## src/hdl/xfec_pkg.sv

```systemverilog
// Package for the XOR FEC packet history buffer: transaction payload types,
// sizing constants, the FEC reciprocal and the controller/datapath command types.
// No dependencies.
`default_nettype none

package xfec_pkg;

  // Field widths of the transactions.
  localparam int SEQ_W  = 32;
  localparam int IDX_W  = 5;
  localparam int WORD_W = 64;

  // Ring of packet slots. The depth must be a power of two so that the
  // slot of a sequence number is its low bits.
  localparam int RING_DEPTH    = 1024;
  localparam int PAYLOAD_WORDS = 20;
  localparam int SLOT_W        = $clog2(RING_DEPTH);
  localparam int STORE_DEPTH   = RING_DEPTH * PAYLOAD_WORDS;
  localparam int ADDR_W        = $clog2(STORE_DEPTH);

  // Parity is left out on every FEC_PERIOD-th packet. The remainder of
  // seq by the period uses a reciprocal multiply with one correction.
  localparam int FEC_PERIOD = 25;
  localparam int FEC_W      = 16;
  localparam int FEC_LOG    = $clog2(FEC_PERIOD);
  localparam int FEC_SHIFT  = SEQ_W + FEC_LOG;
  localparam int RECIP_W    = SEQ_W + 1;
  localparam int PROD_W     = SEQ_W + FEC_SHIFT;
  localparam logic [63:0] FEC_RECIP_FULL = (64'd1 << FEC_SHIFT) / 64'(FEC_PERIOD);
  localparam logic [RECIP_W-1:0] FEC_RECIP = FEC_RECIP_FULL[RECIP_W-1:0];

  // Opcodes and result kinds.
  localparam logic OP_SOURCE  = 1'b0;
  localparam logic OP_REQUEST = 1'b1;
  localparam logic KIND_FRESH  = 1'b0;
  localparam logic KIND_REPLAY = 1'b1;

  typedef struct packed {
    logic              opcode;
    logic [SEQ_W-1:0]  seq;
    logic [IDX_W-1:0]  word_index;
    logic [WORD_W-1:0] data_word;
  } in_item_t;

  typedef struct packed {
    logic              kind;
    logic [SEQ_W-1:0]  out_seq;
    logic [IDX_W-1:0]  out_index;
    logic [WORD_W-1:0] payload_word;
    logic [WORD_W-1:0] parity_word;
    logic              parity_present;
    logic              last;
  } out_item_t;

  // Which slot the store and valid map are read from.
  typedef enum logic [1:0] {
    RD_S1   = 2'd0,
    RD_S2   = 2'd1,
    RD_SLOT = 2'd2,
    RD_WORD = 2'd3
  } rd_sel_t;

  // Commands from the controller to the datapath.
  typedef struct packed {
    logic    capture;
    logic    clr_step;
    logic    wr_store;
    logic    set_valid;
    logic    rd_store;
    logic    rd_valid;
    rd_sel_t rd_sel;
    logic    calc_q;
    logic    calc_qp;
    logic    calc_rem;
    logic    acc_s1;
    logic    acc_s2;
    logic    emit_fresh;
    logic    emit_replay;
    logic    k_clear;
    logic    k_inc;
  } dp_cmd_t;

  // Status from the datapath to the controller.
  typedef struct packed {
    logic in_is_req;
    logic in_idx_ok;
    logic clr_done;
    logic valid_bit;
    logic is_last_word;
    logic k_last;
    logic out_free;
  } dp_sts_t;

endpackage

`default_nettype wire

```

## src/hdl/xfec_ctrl.sv

```systemverilog
// Controller state machine of the XOR FEC history buffer.
// Depends on xfec_pkg for the command and status types.
`default_nettype none

module xfec_ctrl (
  input  logic              clk,
  input  logic              rst_n,
  input  logic              in_valid,
  output logic              in_ready,
  input  xfec_pkg::dp_sts_t sts,
  output xfec_pkg::dp_cmd_t cmd
);
  import xfec_pkg::*;

  typedef enum logic [9:0] {
    ST_CLEAR  = 10'b00_0000_0001,
    ST_IDLE   = 10'b00_0000_0010,
    ST_F_RD1  = 10'b00_0000_0100,
    ST_F_RD2  = 10'b00_0000_1000,
    ST_F_ACC  = 10'b00_0001_0000,
    ST_F_EMIT = 10'b00_0010_0000,
    ST_R_CHK  = 10'b00_0100_0000,
    ST_R_TEST = 10'b00_1000_0000,
    ST_R_RD   = 10'b01_0000_0000,
    ST_R_EMIT = 10'b10_0000_0000
  } state_t;

  state_t state_r, state_nxt;

  // Next state and commands.
  always_comb begin
    state_nxt = state_r;
    cmd       = '0;
    in_ready  = 1'b0;
    unique case (state_r)
      ST_CLEAR: begin
        cmd.clr_step = 1'b1;
        if (sts.clr_done) begin
          state_nxt = ST_IDLE;
        end
      end
      ST_IDLE: begin
        in_ready    = 1'b1;
        cmd.capture = in_valid;
        if (in_valid) begin
          if (sts.in_is_req) begin
            state_nxt = ST_R_CHK;
          end else if (sts.in_idx_ok) begin
            state_nxt = ST_F_RD1;
          end
        end
      end
      // Store the word, mark the slot on its last word, read slot seq-1.
      ST_F_RD1: begin
        cmd.wr_store  = 1'b1;
        cmd.set_valid = sts.is_last_word;
        cmd.rd_store  = 1'b1;
        cmd.rd_valid  = 1'b1;
        cmd.rd_sel    = RD_S1;
        cmd.calc_q    = 1'b1;
        state_nxt     = ST_F_RD2;
      end
      // Take the seq-1 word, read slot seq-2.
      ST_F_RD2: begin
        cmd.acc_s1   = 1'b1;
        cmd.rd_store = 1'b1;
        cmd.rd_valid = 1'b1;
        cmd.rd_sel   = RD_S2;
        cmd.calc_qp  = 1'b1;
        state_nxt    = ST_F_ACC;
      end
      ST_F_ACC: begin
        cmd.acc_s2   = 1'b1;
        cmd.calc_rem = 1'b1;
        state_nxt    = ST_F_EMIT;
      end
      ST_F_EMIT: begin
        if (sts.out_free) begin
          cmd.emit_fresh = 1'b1;
          state_nxt      = ST_IDLE;
        end
      end
      ST_R_CHK: begin
        cmd.rd_valid = 1'b1;
        cmd.rd_sel   = RD_SLOT;
        cmd.k_clear  = 1'b1;
        state_nxt    = ST_R_TEST;
      end
      ST_R_TEST: begin
        state_nxt = sts.valid_bit ? ST_R_RD : ST_IDLE;
      end
      ST_R_RD: begin
        cmd.rd_store = 1'b1;
        cmd.rd_sel   = RD_WORD;
        state_nxt    = ST_R_EMIT;
      end
      ST_R_EMIT: begin
        if (sts.out_free) begin
          cmd.emit_replay = 1'b1;
          cmd.k_inc       = 1'b1;
          state_nxt       = sts.k_last ? ST_IDLE : ST_R_RD;
        end
      end
      default: begin
        state_nxt = ST_CLEAR;
      end
    endcase
  end

  // State register; reset starts the valid map sweep.
  always_ff @(posedge clk) begin
    if (!rst_n) begin
      state_r <= ST_CLEAR;
    end else begin
      state_r <= state_nxt;
    end
  end

endmodule

`default_nettype wire

```

## config.mk

```make
export PLATFORM = sky130hd
export DESIGN_NAME = xfec_ctrl
export DESIGN_NICKNAME = d
export VERILOG_FILES = /design/src/hdl/xfec_pkg.sv /design/src/hdl/xfec_ctrl.sv
export SDC_FILE = /design/constraint.sdc
export NUM_CORES = 1
export LEC_CHECK = 0
export ABC_CLOCK_PERIOD_IN_PS = 1700
export BUFFER_PORTS_ARGS = -buffer_cell sky130_fd_sc_hd__buf_4
export CAP_MARGIN = 0
export CORE_MARGIN = 5
export CORE_UTILIZATION = 45
export CTS_CLUSTER_DIAMETER = 40
export DETAILED_ROUTE_END_ITERATION = 7
export PLACE_DENSITY = 0.75
export SYNTH_ARGS = -nofsm -noshare
export SYNTH_HDL_FRONTEND = slang
export SYNTH_SLANG_ARGS = --single-unit
```

## constraint.sdc

```tcl
create_clock -name clk -period 1.7 [get_ports clk]
set_input_delay 0.255 -clock clk [delete_from_list [all_inputs] [get_ports clk]]
set_output_delay 0.255 -clock clk [all_outputs]
set_load 0.02 [all_outputs]
```

Word level (Yosys, flattened, before mapping)
Cells that the tools add are included.
W data, S select, Z words.
{"block": "totals", "register_bits": 10, "word_cells": 42, "out_inout_bits": 18}
{"block": "op_classes", "n_mux": 23, "n_reduce_logical": 3, "n_eq_ne": 15}
{"cell": "$pmux W10 S10", "count": 1}
{"cell": "$mux W10", "count": 6}
{"cell": "$mux W9", "count": 2}
{"cell": "$mux W1", "count": 12}
{"cell": "$eq A10 B1 Y1 const B", "count": 1}
{"cell": "$eq A10 B10 Y1 const B", "count": 1}
{"cell": "$eq A10 B2 Y1 const B", "count": 1}
{"cell": "$eq A10 B3 Y1 const B", "count": 1}
{"cell": "$eq A10 B4 Y1 const B", "count": 1}
{"cell": "$eq A10 B5 Y1 const B", "count": 1}
{"cell": "$eq A10 B6 Y1 const B", "count": 1}
{"cell": "$eq A10 B7 Y1 const B", "count": 1}
{"cell": "$eq A10 B8 Y1 const B", "count": 1}
{"cell": "$eq A10 B9 Y1 const B", "count": 1}
{"cell": "$ne A2 B2 Y1 const B", "count": 4}
{"cell": "$pmux W2 S3", "count": 1}
{"cell": "$reduce_or A3 Y1", "count": 2}
{"cell": "$reduce_and A5 Y1", "count": 1}
{"cell": "$ne A3 B3 Y1 const B", "count": 1}
{"cell": "$mux W2", "count": 1}

Logic depth before layout (Yosys ltp)
{"block": "logic_depth", "depth_word": 4, "depth_mapped": 6, "depth_no_buf": 5}

Worst setup path before layout
Ideal clock, no wire load.
{"block": "synth_path", "path_type": "reg-to-output", "startpoint": "reg state_r[5]", "endpoint": "out cmd[13] in the netlist's numbering", "stages_incl_launch_ff": 6, "arrival_ns": 1.777, "n_path_buf": 0, "path_slack_ns": -0.332, "cell_sequence": "dfxtp_1 or3_1 nor3_2 nand2_1 nor3b_2 and2_1"}
{"item": "from (decl)", "line": "xfec_ctrl.sv:28", "source": "state_t state_r, state_nxt;"}
{"item": "from (signal assigned)", "line": "xfec_ctrl.sv:115", "source": "state_r <= state_nxt;"}
{"item": "to (decl)", "line": "xfec_ctrl.sv:11", "source": "output xfec_pkg::dp_cmd_t cmd"}

==> reports/metrics.csv <==
stage,metric,value,unit
global_routing,global-route wire length before repair,5320,um
sta,Fin. Hold Viols,0,
sta,post-route setup slack,-0.402,ns
power_and_ir_drop,total power draw,0.00106,W
clock_tree,htree depth,1,
yosys,prevailing post-synth register cell,dfxtp_1,
sta,Relative slew margins,76.9,%
power_and_ir_drop,switching share of total power,37.6,%
worst_setup_path,Worst Setup SP,state_r[5]$_SDFFE_PN0P_,
floorplan,Die Wd,54.1,um
place,Placed Area,0.00123,mm2
yosys,Synth Instances,105,
sta,final setup violating endpoints,26,
yosys,sequential cell area fraction in the yosys report,22.9,%
worst_setup_path,Most Frequent Cell on Critical Path,buf_4,
place,HPWL after DPL,2100,um
yosys,share of synthesized registers carrying an async set or reset,0,%
route,routed len/inst,25.3,um
min_path,Hold Crit Class,input port to register,
yosys,"flops & latches, synth",10,
route,1st-pass router iterations,4,
clock_tree,hold_buf cts,0,
min_path,HP Start,sts[6],
yosys,Post-synth EDFFs,0,
worst_setup_path,CP Cell Sequence,"or3_4, nor3_4, buf_4, buf_6, nand4b_1, o21ai_1, buf_4",
route,residual antenna-violating net count after detailed routing,0,
sta,Final Cycle Share,124,%
yosys,Synth Area in Adders,0,%
final_layout,Layout Cells excl Fill,206,
worst_setup_path,CP Launch Type,register,
global_routing,initial antenna violation count,0,
final_layout,Final nets,190,
sta,RSZ-0062 raised after global routing,true,
final_layout,post-route core utilization,93.2,%
sta,hold slack,0.153,ns
route,Post-Route WL,5220,um
sta,Worst-Margin Slew,0.345,ns
route,DRT iter0 DRCs,75,
yosys,Synth cell types,43,
floorplan,Die H,54.1,um
sta,highest clock rate,476,MHz
sta,post-layout min period,2.10,ns
place,GP Congestion,0.889,
worst_setup_path,reg-to-reg startpoint,state_r[8]$_SDFFE_PN0P_,
clock_tree,Clock Latency Late Sink,0.28,ns
power_and_ir_drop,Comb pwr share,52.9,%
clock_tree,buffer depth of the longest clock path,2,
yosys,mean post-synth cell area,8.32,um2
worst_setup_path,slowest CP cell,or3_4,
place,placed cells,175,
yosys,Synth warnings,0,
yosys,post-synthesis xor/xnor area fraction,4.01,%
final_layout,Area growth syn-to-layout,103,%
final_layout,Fillers,58,
final_layout,Largest register FFs,10,
min_path,Hold Crit Depth,2,
power_and_ir_drop,Max VDD drop,0.000556,V
clock_tree,clk slew on worst S/H paths,0.09,ns
route,DR vias/cell,6.39,
power_and_ir_drop,sequential power share,24.4,%
floorplan,core area,0.00190,mm2
yosys,Synth Area in Simple Gates,39.4,%
clock_tree,CTS Root Cell,clkbuf_4,
global_routing,pin count of the biggest net entering global routing,9,
outcome,failing checks,setup timing,
floorplan,Boundary Pins,28,
route,via count,1317,
yosys,post-synthesis cell area,873,um2
worst_setup_path,worst r2r path cells,7,
worst_setup_path,CP max FO,3,
final_layout,Top Registers,state_r: 10 flops,
worst_setup_path,Arrival @ worst endpoint,1.85,ns
power_and_ir_drop,pwr/cell area,601,mW/mm2
worst_setup_path,CP Capture Type,primary output,
worst_setup_path,Critical Path RT,1.44,ns
clock_tree,CTS tree,built,
clock_tree,CTS Buf Count,3,
global_routing,total gr overflow,0,
sta,Setup Skew,0.00325,ns
power_and_ir_drop,Clock Power Share,22.7,%
route,Remaining DRCs,0,
power_and_ir_drop,internal power,0.000664,W
power_and_ir_drop,P_leak,0.799,nW
power_and_ir_drop,Net Sw Power,0.000401,W
place,I/O Buffers,27,
yosys,Synth Area in Compound Gates,18.8,%
floorplan,Die ar.,0.00292,mm2
final_layout,share of post-route cells with drive strength above 1,73.2,%
clock_tree,Num Clock Sinks,10,
final_layout,"Most flops, register",state_r,
flow_run,Max Cap Viol,0,
yosys,largest family of logic cells by synthesized area,simple AND/OR/NAND/NOR gates,
final_layout,design area,0.00177,mm2
floorplan,Initial Utilization,45.9,%
outcome,status,finished with violations,
sta,"Slew Viols, Final",0,
final_layout,n_diodes,0,
yosys,post-synth net total,115,
global_routing,Tot GR Track Use,25.3,%
worst_setup_path,Max stage delay on crit path,0.40,ns
worst_setup_path,kind of critical path,register to primary output,
global_routing,vias in the first global route,1151,
yosys,portion of netlist area occupied by mux cells,0,%
floorplan,Core Rows,16,
## critical path, delay by kind of cell, from the launching register on
family          cells  cell delay, ns
buf+inv             3            0.42
simple gates        3            0.67
compound gates      1            0.14
flops               1            0.34
## metal layers
metal | wire length (um) | vias up | part of all wire [%] | GRT usage, %
met5 | 0 | - | 0 | 0
met4 | 343 | 0 | 6.6 | 10.8
met3 | 606 | 39 | 12 | 3.05
met2 | 2430 | 139 | 46 | 48.0
met1 | 1840 | 608 | 35 | 27.8
li1 | - | 531 | - | -
## metrics by stage
step	setup slack [ns]	setup TNS, ns
floorplan	-0.169	-0.723
global placement	-0.00416	-0.00416
detailed placement	-0.0507	-0.121
CTS	-0.281	-3.45
global route	-0.501	-8.19
finish	-0.402	-6.18
## what timing repair did
action                                  in CTS  in global routing
buffers inserted                            14                 16
hold endpoints to repair                     0                  0
pin swaps                                   12                 20
endpoints found under the setup margin      21                 23
gates resized for setup                     38                 40
## final timing paths
path / endpoint / slack [ns]
max: cmd[11] / -0.40
min: state_r[2]$_SDFFE_PN0P_ / 0.15
max reg2reg: state_r[1]$_SDFFE_PN0P_ / -0.21
min reg2reg: state_r[0]$_SDFFE_PN1P_ / 0.78
## synthesized netlist by cell type, types with 3 or more instances
master    instances  area (um2)
nor2_1           12        45.0
dfxtp_1          10         200
nor3_1            9        45.0
inv_1             5        18.8
buf_4             4        30.0
nand2_1           4        15.0
nand4_1           4        25.0
a21oi_1           3        15.0
nand3_1           3        15.0
o211ai_1          3        22.5
o21ai_0           3        15.0
## area by class of cell
class | instances | area [um2] | share of cell area (%)
sequential | 10 | 221 | 12.5
timing repair buffer | 80 | 713 | 40.3
inverter | 5 | 18.8 | 1.06
tap | 27 | 33.8 | 1.91
multi-input combinational | 80 | 748 | 42.2
clock buffer | 4 | 36.3 | 2.05
## logic make-up after synthesis
| group | Yosys count |
|---|---|
| flops | 10 |
| compound gates | 22 |
| buf+inv | 15 |
| simple gates | 54 |
| xor+xnor | 4 |
## cell usage in the layout, fill, tap and decap left out, types with 2 or more instances in the layout
master,Yosys,final
nor3_4,1,6
buf_6,2,30
or3_4,1,3
o211ai_1,3,3
nor3_2,1,2
nand4_1,4,4
and2_4,0,2
nor3_1,9,3
nand2_2,0,2
o22a_1,2,2
nor4_4,1,2
nor3b_2,1,2
nor2_1,12,9
dfxtp_4,0,4
a31oi_1,2,2
o21ai_1,0,2
xor2_1,2,2
nand2_1,4,2
clkbuf_4,0,3
a21oi_1,3,3
buf_4,4,50
inv_1,5,4
dfxtp_2,0,5
nand3_1,3,2
o21a_1,2,2
and2b_2,2,2
nor2_4,0,2
## power groups by stage
stage               Sequential (W)  Clock, W  Combinational [W]
floorplan                 0.000266         0           0.000194
global placement          0.000261         0           0.000353
detailed placement        0.000262         0           0.000367
CTS                       0.000254  0.000218           0.000415
global route              0.000259  0.000256           0.000590
finish                    0.000260  0.000241           0.000564
Note: power is estimated with default switching activity, not from simulation.
